==> config.mk <==
export PLATFORM = sky130hd
export DESIGN_NAME = afp_lane
export DESIGN_NICKNAME = d
export VERILOG_FILES = /design/src/rtl/afp_pkg.sv /design/src/rtl/afp_lane.sv
export SDC_FILE = /design/constraint.sdc
export NUM_CORES = 2
export LEC_CHECK = 0
export BUFFER_PORTS_ARGS = -buffer_cell sky130_fd_sc_hd__buf_4
export CORE_UTILIZATION = 50
export DETAILED_ROUTE_END_ITERATION = 7
export GPL_TIMING_DRIVEN = 0
export PLACE_DENSITY_LB_ADDON = 0.2
export SETUP_SLACK_MARGIN = 0.05
export SYNTH_ARGS = -nofsm -noshare
export SYNTH_HDL_FRONTEND = slang
export SYNTH_SLANG_ARGS = --single-unit
==> constraint.sdc <==
create_clock -name clk -period 6.5 [get_ports clk]
set_input_delay 0 -clock clk [delete_from_list [all_inputs] [get_ports clk]]
set_output_delay 0 -clock clk [all_outputs]
set_load 0.005 [all_outputs]
==> src/rtl/afp_pkg.sv <==
package afp_pkg;

  // Field and state widths
  localparam int GAIN_W  = 17;
  localparam int STEP_W  = 17;
  localparam int PGAIN_W = 17;
  localparam int DRAIN_W = 16;
  localparam int CNT_W   = 40;
  localparam int REQ_W   = 2;
  localparam int CFG_IDX_W  = 2;
  localparam int CFG_DATA_W = 17;

  // Combined gain factor, Q.30, saturated at 4.0
  localparam int FACT_W = 33;

  // Default parameter values
  localparam int CHANNELS_DEF    = 2;
  localparam int SAMPLE_BITS_DEF = 24;

  // Gain full scale (1.0 in Q1.16)
  localparam logic [GAIN_W-1:0] GAIN_FULL = GAIN_W'(65536);

  // Register reset values
  localparam logic [STEP_W-1:0]  FADE_STEP_RST = STEP_W'(1872);
  localparam logic [PGAIN_W-1:0] PGAIN_RST     = PGAIN_W'(16384);
  localparam logic [DRAIN_W-1:0] DRAIN_RST     = DRAIN_W'(6000);

  // Requested modes
  localparam logic [REQ_W-1:0] REQ_PLAY  = REQ_W'(0);
  localparam logic [REQ_W-1:0] REQ_PAUSE = REQ_W'(1);

  // Configuration register indexes
  localparam logic [CFG_IDX_W-1:0] REG_FADE_STEP    = CFG_IDX_W'(0);
  localparam logic [CFG_IDX_W-1:0] REG_PLAYBACK_GN  = CFG_IDX_W'(1);
  localparam logic [CFG_IDX_W-1:0] REG_DRAIN_FRAMES = CFG_IDX_W'(2);
  localparam logic [CFG_IDX_W-1:0] REG_START_SILENT = CFG_IDX_W'(3);

  // Status seen after a tick
  typedef struct packed {
    logic             took;
    logic             finishing;
    logic             done;
    logic             pause_seen;
    logic [CNT_W-1:0] pause_cursor;
    logic             resume_seen;
    logic [CNT_W-1:0] resume_cursor;
    logic [CNT_W-1:0] frames_taken;
  } afp_status_t;

  // Lane stage enables
  typedef struct packed {
    logic load_smp;
    logic load_prod;
  } afp_lane_ctl_t;

endpackage

==> src/rtl/afp_lane.sv <==
module afp_lane
  import afp_pkg::*;
#(
  parameter int SAMPLE_BITS = SAMPLE_BITS_DEF
) (
  input  logic                          clk,
  input  afp_lane_ctl_t                 ctl,
  input  logic signed [SAMPLE_BITS-1:0] sample,
  input  logic [FACT_W-1:0]             factor,
  output logic signed [SAMPLE_BITS-1:0] result
);

  localparam int PROD_W = SAMPLE_BITS + FACT_W;
  localparam int RND_W  = PROD_W - 30;
  localparam logic [PROD_W-1:0] HALF = PROD_W'(64'd1 << 29);
  localparam logic [RND_W-1:0]  POS_MAX = RND_W'((64'd1 << (SAMPLE_BITS - 1)) - 64'd1);
  localparam logic [RND_W-1:0]  NEG_MAX = RND_W'(64'd1 << (SAMPLE_BITS - 1));

  logic                   neg_r;
  logic [SAMPLE_BITS-1:0] mag_r;
  logic [PROD_W-1:0]      prod_r;
  logic [PROD_W-1:0]      rsum;
  logic [RND_W-1:0]       rval;
  logic [SAMPLE_BITS-1:0] rsat;

  // Sign and magnitude, then scale
  always_ff @(posedge clk) begin
    if (ctl.load_smp) begin
      neg_r <= sample[SAMPLE_BITS-1];
      mag_r <= sample[SAMPLE_BITS-1] ? -sample : sample;
    end
    if (ctl.load_prod) begin
      prod_r <= PROD_W'(mag_r) * PROD_W'(factor);
    end
  end

  // Round half away from zero, saturate, restore sign
  always_comb begin
    rsum = prod_r + HALF;
    rval = rsum[PROD_W-1:30];
    if (neg_r) begin
      rsat = (rval > NEG_MAX) ? NEG_MAX[SAMPLE_BITS-1:0] : rval[SAMPLE_BITS-1:0];
    end else begin
      rsat = (rval > POS_MAX) ? POS_MAX[SAMPLE_BITS-1:0] : rval[SAMPLE_BITS-1:0];
    end
    result = neg_r ? -rsat : rsat;
  end

endmodule

==> results.md <==
* Outcome: finished, violations left
* Failing checks: negative setup slack
* Sequential-to-total area share from yosys stat at 0.0563
* Cell family with most CP delay: adder cells
* CP arrival at 7480 ps
* Die ar. at 57500 sq um
* Grt total ovfl at 0
* Row Count at 86
* Layout cells sized above 1 at 0.134
* Initial Util at 0.510
* ANT nets after route at 0
* Avg Synthesized Cell Area at 9.05 sq um
* CP Max Fanout at 4
* Post-synth ARST share at 0
* Post-DP HPWL at 79900 um
* WP buf/inv at 5
* Setup Viol. Count Final at 28
* Post-synthesis instance total at 3120
* Initial antenna violation count at 7
* DR vias at 22814
* Register area at 1590 sq um
* Layout Nets at 4266
* CP Launch Type: flop
* First drt pass iteration count at 8
* Clock insertion delay at the later pin of the skew report at 350 ps
* Core ar. at 55400 sq um
* Hold crit path type: in2reg
* CP most frequent cell: fa_1
* Period utilization at 1.14
* Worst Hold Depth at 3
* WL/cell at 24.1 um
* Slowest stage cell, crit path: fa_2
* Fin crit period at 7390 ps
* H-tree depth at 2
* Post-Route Utilization at 0.590
* Synth warn at 0
* Num ports at 84
* Syn_nets at 4041
* Largest area contributor in the netlist: fa_1
* Area after DPL at 30100 sq um
* Maximum clock rate at 135 MHz
* Area of the multi-input gates at 23900 sq um
* TritonCTS Buffers at 5
* Final WS setup at -887 ps
* Clk buf depth at 2
* Die W at 240 um
* DRC at 0
* EDFF count, synth at 53
* Ys flop type: edfxtp_1
* Vias in the first global route at 23660
* GR Util All Layers at 0.358
* Synth unique cells at 77
* Synth Cell Area at 28300 sq um
* Final hold violations at 0
* Placer Congestion at 0.978
* Reg2reg setup slack at -890 ps
* Worst EP required at 6590 ps
* CP cell instances: buf_6, clkbuf_8, and2_4, fa_1, fa_1, fa_1, fa_1, fa_1, fa_2, inv_2, fa_2, inv_2, ha_4, a21oi_2, o21ai_2, a32oi_4, o21ai_4, buf_6, or3b_4, nand4_1, or3b_4, a21oi_2, xnor2_1
* Setup WS pre-CTS at -2600 ps
* Global-route wire length before repair at 148000 um
* Reg2reg start: mag_r[21]
* Critical path type: reg2reg
* Top post-synthesis cells by area: fa_1 (48%), inv_1 (10%), and2_1 (8.9%), ha_1 (8.1%), nand2_1 (5.9%)
* Final Hold Slack at 21.7 ps
* Largest net degree at the start of global routing at 29
* FF-to-FF End: prod_r[36]
* Clock root buffer: clkbuf_16
* Max transition margin at 0.307
* Endpoint of the worst hold path: mag_r[1]
* Measured slew at the worst slew-check pin at 1040 ps
* Total length of routed wires at 98600 um
* Hold_sp: sample[1]
* Commonest cells after routing, fill and taps aside: inv_1 (734), fa_1 (646), nand2_1 (440), and2_1 (380), ha_1 (165)
* Clk pin slew, worst setup/hold paths at 90 ps
* Initial DRC count at 2026
* Post-DR vias/cell at 5.57
* Final instance area at 32700 sq um
* Clock skew at 17.8 ps
* Unrepaired setup endpoints after global routing: yes
* Commonest non-fill, non-tap cell in the layout: inv_1
* Setup crit end kind: flop
* Area delta synth->final at 15.7%
* Worst r2r path cells at 23
* Fillers at 4888
* Die H at 240 um
* IO Port Bufs at 83
* Yosys top cell area share at 0.481
* Max-slew violations at 0
* Critical Path Max Stage Delay at 610 ps
* #FFs+latches synth at 53
* CTS tree: yes
* Max cap viols at 0
* CTS Sinks at 53
[what timing repair did]
action	in CTS	in global routing
resized for setup	253	96
endpoints found under the setup margin	28	28
gates cloned	1	1
pin swaps	80	73
hold endpoints to repair	24	0
buffers inserted	84	34
hold buffers	23	0
[worst max-delay path by stage]
| stage | cells after the start | slack, ps | startpoint | endpoint |
|---|---|---|---|---|
| after global placement | 22 | -2580 | mag_r[9] | prod_r[53] |
| after detailed placement | 22 | -2600 | mag_r[9] | prod_r[53] |
| final | 23 | -890 | mag_r[21] | prod_r[36] |
| after floorplan | 21 | 10 | mag_r[0] | prod_r[36] |
| after CTS | 26 | -840 | mag_r[6] | prod_r[53] |
| after global routing | 26 | -1080 | mag_r[6] | prod_r[56] |
[synth_stat cells, drive strengths merged, types with 3 or more instances]
| library cell | count |
|---|---|
| nand2 | 447 |
| or3 | 8 |
| nor4 | 8 |
| o21ai | 51 |
| a221oi | 3 |
| nor4b | 3 |
| o31ai | 12 |
| o21bai | 6 |
| a21oi | 45 |
| and3 | 10 |
| fa | 679 |
| clkbuf | 150 |
| ha | 182 |
| and2 | 401 |
| mux2 | 3 |
| a211oi | 5 |
| nand2b | 10 |
| nor2 | 31 |
| edfxtp | 53 |
| nor2b | 4 |
| o21a | 6 |
| nor3b | 3 |
| a21o | 23 |
| or4 | 5 |
| nand3 | 24 |
| and4 | 5 |
| nand4 | 20 |
| a31oi | 13 |
| nor3 | 14 |
| xor2 | 26 |
| o211ai | 5 |
| inv | 753 |
| o41ai | 9 |
| xnor2 | 58 |
| a22oi | 4 |
| buf | 8 |
[cell families after synthesis]
| kind of cell | after synthesis | synth area share |
|---|---|---|
| flip-flops | 53 | 0.0563 |
| AND/OR/NAND/NOR | 1001 | 0.183 |
| multiplexers | 5 | 0.00190 |
| adder cells (fa/ha/maj) | 861 | 0.562 |
| AO/OA/AOI/OAI | 204 | 0.0485 |
| XOR/XNOR | 84 | 0.0260 |
| buffers and inverters | 912 | 0.122 |
[cell type report]
class | instances | share of cell area
multi-input cells | 2155 | 0.731
inverters | 754 | 0.0866
repair buffers | 221 | 0.0601
flip-flops and latches | 53 | 0.0487
plain buffers | 155 | 0.0400
well taps | 748 | 0.0286
clock buffers | 5 | 0.00383
clock inverters | 3 | 0.000880
diodes | 3 | 0.000230
[through the flow]
| stage | cells | TNS (ps) |
|---|---|---|
| global route | 4095 | -23100 |
| finish | 4097 | -19410 |
| floorplan | 3120 | 0 |
| CTS | 4061 | -16780 |
| detailed placement | 3951 | -57750 |
| global placement | 3951 | -57930 |
[flip-flops by register name (all words and copies together), names as in the netlist]
register,flops
mag_r,24
prod_r,28
neg_r,1
[metal layers]
metal / vias to the layer above / GRT usage / wire (um)
met4: 8 / 0.0983 / 3310
met5: - / 0 / 99
met3: 190 / 0.114 / 11900
li1: 9655 / - / -
met1: 11748 / 0.503 / 40700
met2: 1213 / 0.530 / 42600
[worst min-delay path, cell delays in order]
cell,delay [ps]
buf_4,80
inv_1,40
o21ai_0,140
Power is left out: the tool's default activity adds up to more than one toggle a clock period on the data nets, which glitch-free logic cannot reach.
