### src/rtl/afp_pkg.sv
package afp_pkg;

  // Field and state widths
  localparam int GAIN_W  = 17;
  localparam int STEP_W  = 17;
  localparam int PGAIN_W = 17;
  localparam int DRAIN_W = 16;
  localparam int CNT_W   = 40;
  localparam int REQ_W   = 2;
  localparam int CFG_IDX_W  = 2;
  localparam int CFG_DATA_W = 17;

  // Combined gain factor, Q.30, saturated at 4.0
  localparam int FACT_W = 33;

  // Default parameter values
  localparam int CHANNELS_DEF    = 2;
  localparam int SAMPLE_BITS_DEF = 24;

  // Gain full scale (1.0 in Q1.16)
  localparam logic [GAIN_W-1:0] GAIN_FULL = GAIN_W'(65536);

  // Register reset values
  localparam logic [STEP_W-1:0]  FADE_STEP_RST = STEP_W'(1872);
  localparam logic [PGAIN_W-1:0] PGAIN_RST     = PGAIN_W'(16384);
  localparam logic [DRAIN_W-1:0] DRAIN_RST     = DRAIN_W'(6000);

  // Requested modes
  localparam logic [REQ_W-1:0] REQ_PLAY  = REQ_W'(0);
  localparam logic [REQ_W-1:0] REQ_PAUSE = REQ_W'(1);

  // Configuration register indexes
  localparam logic [CFG_IDX_W-1:0] REG_FADE_STEP    = CFG_IDX_W'(0);
  localparam logic [CFG_IDX_W-1:0] REG_PLAYBACK_GN  = CFG_IDX_W'(1);
  localparam logic [CFG_IDX_W-1:0] REG_DRAIN_FRAMES = CFG_IDX_W'(2);
  localparam logic [CFG_IDX_W-1:0] REG_START_SILENT = CFG_IDX_W'(3);

  // Status seen after a tick
  typedef struct packed {
    logic             took;
    logic             finishing;
    logic             done;
    logic             pause_seen;
    logic [CNT_W-1:0] pause_cursor;
    logic             resume_seen;
    logic [CNT_W-1:0] resume_cursor;
    logic [CNT_W-1:0] frames_taken;
  } afp_status_t;

  // Lane stage enables
  typedef struct packed {
    logic load_smp;
    logic load_prod;
  } afp_lane_ctl_t;

endpackage

### src/rtl/afp_ctrl.sv
module afp_ctrl
  import afp_pkg::*;
(
  input  logic                  clk,
  input  logic                  rst_n,
  input  logic                  cfg_wr,
  input  logic [CFG_IDX_W-1:0]  cfg_idx,
  input  logic [CFG_DATA_W-1:0] cfg_data,
  input  logic                  acc,
  input  logic [REQ_W-1:0]      req_type,
  input  logic                  source_valid,
  input  logic                  fact_en,
  output logic [FACT_W-1:0]     factor,
  output afp_status_t           status
);

  localparam logic [DRAIN_W-1:0] TAIL_MAX = '1;
  localparam logic [2*GAIN_W-1:0] FACT_MAX = (2*GAIN_W)'(64'd1 << 32);

  logic [STEP_W-1:0]  fade_step_r;
  logic [PGAIN_W-1:0] pgain_r;
  logic [DRAIN_W-1:0] drain_r;
  logic [GAIN_W-1:0]  gain_r, gain_nxt;
  logic [GAIN_W-1:0]  g_r, g_nxt;
  logic [DRAIN_W-1:0] tail_r, tail_nxt;
  logic               fin_r, fin_nxt;
  logic               done_r, done_nxt;
  logic               took_r, took_nxt;
  logic [CNT_W-1:0]   frames_r, frames_nxt;
  logic [CNT_W-1:0]   pcur_r, pcur_nxt;
  logic               pseen_r, pseen_nxt;
  logic [CNT_W-1:0]   rcur_r, rcur_nxt;
  logic               rseen_r, rseen_nxt;
  logic [FACT_W-1:0]  factor_r;

  logic               play, pause, tail_add, tail_one;
  logic [GAIN_W:0]    gain_sum;
  logic [DRAIN_W-1:0] tail_sum;
  logic [2*GAIN_W-1:0] fact_full;

  // Per-tick state update
  always_comb begin
    play       = (req_type == REQ_PLAY);
    pause      = (req_type == REQ_PAUSE);
    gain_sum   = {1'b0, gain_r} + {1'b0, fade_step_r};
    gain_nxt   = gain_r;
    g_nxt      = g_r;
    fin_nxt    = fin_r;
    done_nxt   = done_r;
    took_nxt   = 1'b0;
    frames_nxt = frames_r;
    pcur_nxt   = pcur_r;
    pseen_nxt  = pseen_r;
    rcur_nxt   = rcur_r;
    rseen_nxt  = rseen_r;
    tail_add   = 1'b0;
    tail_one   = 1'b0;
    if (done_r) begin
      // silent, frozen
    end else if (fin_r) begin
      tail_add = 1'b1;
      tail_one = 1'b1;
    end else if (!play && gain_r == '0) begin
      if (pause) begin
        if (!pseen_r) begin
          pcur_nxt  = frames_r;
          pseen_nxt = 1'b1;
        end
      end else begin
        fin_nxt  = 1'b1;
        tail_add = 1'b1;
        tail_one = 1'b1;
      end
    end else begin
      if (play && gain_r == '0 && pseen_r && !rseen_r) begin
        rcur_nxt  = frames_r;
        rseen_nxt = 1'b1;
      end
      if (!source_valid) begin
        fin_nxt  = 1'b1;
        tail_add = 1'b1;
        tail_one = 1'b1;
      end else begin
        if (play) begin
          gain_nxt = (gain_sum > {1'b0, GAIN_FULL}) ? GAIN_FULL : gain_sum[GAIN_W-1:0];
          g_nxt    = gain_nxt;
        end else begin
          g_nxt    = gain_r;
          gain_nxt = (fade_step_r >= gain_r) ? '0 : gain_r - fade_step_r;
        end
        took_nxt   = 1'b1;
        frames_nxt = frames_r + CNT_W'(1);
        if (pause && gain_nxt == '0 && !pseen_r) begin
          pcur_nxt  = frames_nxt;
          pseen_nxt = 1'b1;
        end
        if (!play && !pause && gain_nxt == '0) begin
          fin_nxt  = 1'b1;
          tail_add = 1'b1;
        end
      end
    end
    // drain counter, saturating
    tail_sum = (tail_one && tail_r != TAIL_MAX) ? tail_r + DRAIN_W'(1) : tail_r;
    tail_nxt = tail_add ? tail_sum : tail_r;
    if (tail_add && tail_sum >= drain_r) begin
      done_nxt = 1'b1;
    end
  end

  // Combined gain, saturated at 4.0
  always_comb begin
    fact_full = (2*GAIN_W)'(g_r) * (2*GAIN_W)'(pgain_r);
    if (fact_full > FACT_MAX) begin
      fact_full = FACT_MAX;
    end
  end

  always_ff @(posedge clk) begin
    if (!rst_n) begin
      fade_step_r <= FADE_STEP_RST;
      pgain_r     <= PGAIN_RST;
      drain_r     <= DRAIN_RST;
      gain_r      <= GAIN_FULL;
      tail_r      <= '0;
      fin_r       <= 1'b0;
      done_r      <= 1'b0;
      took_r      <= 1'b0;
      frames_r    <= '0;
      pcur_r      <= '0;
      pseen_r     <= 1'b0;
      rcur_r      <= '0;
      rseen_r     <= 1'b0;
    end else begin
      if (cfg_wr) begin
        case (cfg_idx)
          REG_FADE_STEP:    fade_step_r <= cfg_data[STEP_W-1:0];
          REG_PLAYBACK_GN:  pgain_r     <= cfg_data[PGAIN_W-1:0];
          REG_DRAIN_FRAMES: drain_r     <= cfg_data[DRAIN_W-1:0];
          REG_START_SILENT: gain_r      <= cfg_data[0] ? '0 : GAIN_FULL;
          default: ;
        endcase
      end
      if (acc) begin
        gain_r   <= gain_nxt;
        tail_r   <= tail_nxt;
        fin_r    <= fin_nxt;
        done_r   <= done_nxt;
        took_r   <= took_nxt;
        frames_r <= frames_nxt;
        pcur_r   <= pcur_nxt;
        pseen_r  <= pseen_nxt;
        rcur_r   <= rcur_nxt;
        rseen_r  <= rseen_nxt;
      end
    end
  end

  // Datapath registers
  always_ff @(posedge clk) begin
    if (acc) begin
      g_r <= g_nxt;
    end
    if (fact_en) begin
      factor_r <= fact_full[FACT_W-1:0];
    end
  end

  assign factor = factor_r;

  always_comb begin
    status.took          = took_r;
    status.finishing     = fin_r;
    status.done          = done_r;
    status.pause_seen    = pseen_r;
    status.pause_cursor  = pcur_r;
    status.resume_seen   = rseen_r;
    status.resume_cursor = rcur_r;
    status.frames_taken  = frames_r;
  end

endmodule

### config.mk
export PLATFORM = sky130hd
export DESIGN_NAME = afp_ctrl
export DESIGN_NICKNAME = d
export VERILOG_FILES = /design/src/rtl/afp_pkg.sv /design/src/rtl/afp_ctrl.sv
export SDC_FILE = /design/constraint.sdc
export NUM_CORES = 1
export LEC_CHECK = 0
export ABC_AREA = 1
export BUFFER_PORTS_ARGS = -buffer_cell sky130_fd_sc_hd__buf_4
export CAP_MARGIN = 20
export CORE_MARGIN = 3
export CORE_UTILIZATION = 35
export CTS_CLUSTER_SIZE = 20
export DETAILED_ROUTE_END_ITERATION = 8
export SYNTH_ARGS = -nofsm -noshare
export SYNTH_HDL_FRONTEND = slang
export SYNTH_SLANG_ARGS = --single-unit
### constraint.sdc
create_clock -name clk -period 7.3 [get_ports clk]
set_input_delay 0.73 -clock clk [delete_from_list [all_inputs] [get_ports clk]]
set_output_delay 0.73 -clock clk [all_outputs]
set_load 0.02 [all_outputs]
==> results.rst <==
.. list-table::
   :header-rows: 1

   * - Metric
     - Value
   * - FF-to-FF Start
     - pgain_r[6]$_SDFFE_PN0P_
   * - Iter 0 DRT Violations
     - around 1.5k
   * - Internal power component
     - roughly 3.4 mW
   * - Crit. Startpoint
     - pgain_r[6]$_SDFFE_PN0P_
   * - Setup repair after global routing missed its margin
     - false
   * - CP max FO
     - 31
   * - Post-layout min period
     - just under 7 ns
   * - Share of layout cells above drive strength 1
     - 10.63%
   * - Fraction of synthesized cell area taken by the top area cell type
     - 18.79%
   * - Number of global-route vias before repair
     - 20.75k
   * - Area inside the core boundary
     - 67,630 µm²
   * - Finish-stage setup viols
     - 0
   * - Worst endpoint data arrival time
     - a little over 7 ns
   * - Required time at the worst-slack endpoint
     - about 7.7 ns
   * - All-layer global routing usage
     - roughly a fifth
   * - Clock Skews
     - 0.02337 ns
   * - TritonCTS buffer count
     - 35
   * - Cell chosen for the clock root
     - clkbuf_16
   * - Wire length of the first global-routing pass
     - approximately 110,000 µm
   * - Cell count after synthesis
     - 3,327
   * - Number of warning messages in the yosys log
     - 0
   * - Detailed-route vias per instance
     - between 4 and 5
   * - Number of hold violations in the final report
     - 0
   * - Slowest Stage Delay on Critical Path
     - between 0.6 and 0.7 ns
   * - Number of violations of the max-capacitance limit
     - 0
   * - Kind of start point of the critical path
     - flip-flop
   * - Total congestion overflow after global routing
     - 0
   * - Initial antenna violation count
     - 0
   * - Clock tree from TritonCTS
     - done
   * - Max-slew headroom
     - a little under two fifths
   * - Total leakage power
     - 14.31 nW
   * - Clock Path Buffers
     - 3
   * - Number of synthesized register bits
     - 258
   * - Area overhead of the layout relative to synthesis
     - 14.49%
   * - Area enclosed by the die boundary
     - just over 70,000 µm²
   * - Count leader, synth
     - inv_1
   * - Floorplan die height
     - ~270 µm
   * - Boundary Pins
     - 185
   * - Sw Share
     - between 30% and 40%
   * - Clk slew on worst S/H paths
     - ~0.050 ns
   * - Net count of the finished layout
     - approximately 3.9k
   * - Deepest level of the CTS H-tree
     - 2
   * - Worst Min Path Start
     - rcur_r[23]$_SDFFE_PN0P_
   * - DR vias
     - approximately 21k
   * - Final sum of negative setup slack
     - 0 ns
   * - Type of the worst setup path
     - reg2reg
   * - Clock latency reported for the late side of the worst-skew pair
     - about 0.55 ns
   * - Commonest register cell after synthesis
     - dfxtp_1
   * - Category of the worst setup path capture point
     - flip-flop
   * - Portion of the post-synthesis area used by sequential elements
     - a little under a quarter
   * - Slew @ Worst Pin
     - about 0.93 ns
   * - Area of the mapped netlist
     - 24,080 µm²
   * - Slowest cell on the critical path
     - dfxtp_1
   * - Worst hold-check path type
     - reg2reg
   * - Commonest cells in the netlist
     - 745 x inv_1, 709 x nand2_1, 244 x nor2_1, 229 x a21oi_1, 226 x fa_1
   * - Result of the run
     - completed
   * - DRC
     - 0
   * - Post-placement worst setup slack
     - 0.1520 ns
   * - HPWL after DPL
     - about 53,000 µm
   * - Number of input and output port buffers inserted
     - ~180
   * - CP most frequent cell
     - inv_1
   * - Top cells by area in the synthesized netlist
     - fa_1 19%, dfxtp_1 17%, inv_1 12%
   * - Worst-case setup margin in the final layout
     - 0.5154 ns
   * - Number of clock sinks
     - approximately 260
   * - Number of inserted diodes
     - 0
   * - Cell type contributing the most total cell area after synthesis
     - fa_1
   * - Post-route fraction of the period consumed by the critical path
     - between 90% and 100%
   * - Antenna Nets Post-Route
     - 0
   * - Die X-Extent
     - approximately 270 µm
   * - Number of iterations in the first detailed-routing pass
     - 5
   * - Routed len/inst
     - roughly 16 µm
   * - Count of distinct cell types in the synthesized netlist
     - 54
   * - Mean Syn Cell Area
     - slightly above 7 µm²
   * - Initial core utilization
     - 35.60%
   * - Net Count, Synth
     - ~3.7k
   * - F_max
     - 147.4 MHz
   * - Count of flip-flops with a built-in enable after synthesis
     - 50
   * - Share of flip-flops with an asynchronous set or reset
     - 0%
   * - Switching power of the nets
     - about 2 mW
   * - Total detailed-routing wirelength
     - 67,890 µm
   * - Register share of total power
     - a little under a third
   * - Comb pwr share
     - between 30 and 40%
   * - Power Dens Cells
     - ~200 nW/µm²
   * - Worst IR drop on VDD
     - ~0.18 mV
   * - Standard-cell rows
     - between 90 and 100
   * - Clk network pwr share
     - 31.2%
   * - Largest net degree at the start of global routing
     - slightly below 100
   * - Final Max Tran Viols
     - 0
   * - Global placer's final weighted congestion
     - around 0.9
[power by group through the flow]
stage	clock (mW)	sequential (mW)	combinational, mW
6_report	1.69	1.70	2.02
5_1_grt	1.78	1.71	2.33
4_1_cts	1.72	1.71	2.02
3_5_place_dp	0	1.73	2.00
3_3_place_gp	0	1.74	1.99
2_1_floorplan	0	1.78	1.38
[stage by stage]
stage / cell area (µm²) / utilization, % / power (mW) / hold WS (ns) / cells
after floorplan: 24080 / - / 3.159 / 0.4353 / 3327
after global placement: 26300 / 38.88 / 3.724 / 0.4325 / 4276
after detailed placement: 26300 / 38.88 / 3.734 / 0.4372 / 4276
after CTS: 27430 / 40.55 / 5.441 / 0.4468 / 4335
after global routing: 27570 / 40.76 / 5.816 / 0.4591 / 4345
final: 27570 / 40.76 / 5.405 / 0.4460 / 4345
[per-layer routing]
metal  GRT usage, %  up-vias  routed length, µm
met5              0        -                  0
met4          5.394        0               1824
met3          3.946      109               4486
met2          31.72      596              31340
met1          24.92     9756              30240
li1               -    10375                  -
[what timing repair did]
item,CTS,global route
gates resized for setup,0,13
setup buffers,0,9
setup endpoints to repair,0,33
hold buffers,0,0
[layout by cell type, fill, tap and decap left out, types with 3 or more instances in the layout]
cell	synthesis	routed
nand2_1	709	707
nor3_1	36	35
o21ai_0	154	152
o211ai_1	12	12
buf_12	0	4
o21ai_1	4	6
edfxtp_1	50	50
nand3_1	92	91
ha_1	160	160
nand3_2	5	6
o21bai_1	9	9
nor4_1	13	12
o21a_1	9	9
clkinv_2	0	3
inv_6	0	3
a21o_1	7	7
dfxtp_2	0	5
nor2_2	2	3
o31ai_1	3	3
fa_1	226	226
nand4_1	54	54
inv_2	22	22
a211oi_1	20	20
clkbuf_16	0	36
nor2_1	244	243
inv_1	745	745
xor2_1	71	70
xnor2_1	22	22
nand2_2	14	16
a21oi_2	5	5
clkbuf_1	128	4
dfxtp_1	208	203
buf_4	6	243
a21oi_1	229	229
clkbuf_8	0	10
clkinv_1	8	8
nand3b_1	3	3
a21boi_0	5	5
[critical path, delay by kind of cell, from the launching register on]
family          cells  cell delay (ns)
compound gates      4             0.77
xor+xnor            1             0.19
fa+ha+maj           7             2.76
buf+inv             7             0.72
flops               1             0.68
simple gates        9             1.50
[final timing paths]
check / slack [ns] / cells after the start / endpoint
worst min-delay path: 0.45 / 2 / rcur_r[23]$_SDFFE_PN0P_
worst max register to register: 0.52 / 28 / factor[6]$_SDFFCE_PN0P_
worst max-delay path: 0.52 / 28 / factor[6]$_SDFFCE_PN0P_
worst min register to register: 0.45 / 2 / rcur_r[23]$_SDFFE_PN0P_
[sequential cells by signal, summed over array words and instances, names as in the netlist]
signal and flops:
factor 33, pseen_r 1, pcur_r 40, rseen_r 1, tail_r 16, fin_r 1
drain_r 16, rcur_r 40, pgain_r 17, frames_r 40, took_r 1, done_r 1
g_r 17, fade_step_r 17, gain_r 17
[cells by family (layout without fill, tap and decap cells)]
kind of cell    Yosys count  count (layout)  synth area share, %
mux                       1               1              0.04676
buf+inv                 937            1081                14.93
simple gates           1181            1182                20.25
fa+ha+maj               386             386                27.10
compound gates          471             471                10.76
flops                   258             258                23.53
xor+xnor                 93              93                3.383
[cell type report]
class | count | area (µm²)
well taps | 873 | 1092
fillers | 7050 | 40060
repair buffers | 247 | 1904
clock buffers | 50 | 1054
inverters | 775 | 2909
clock inverters | 9 | 77.57
multi-input cells | 2133 | 14860
flip-flops and latches | 258 | 5672
Power figures use the tool's default switching activity.
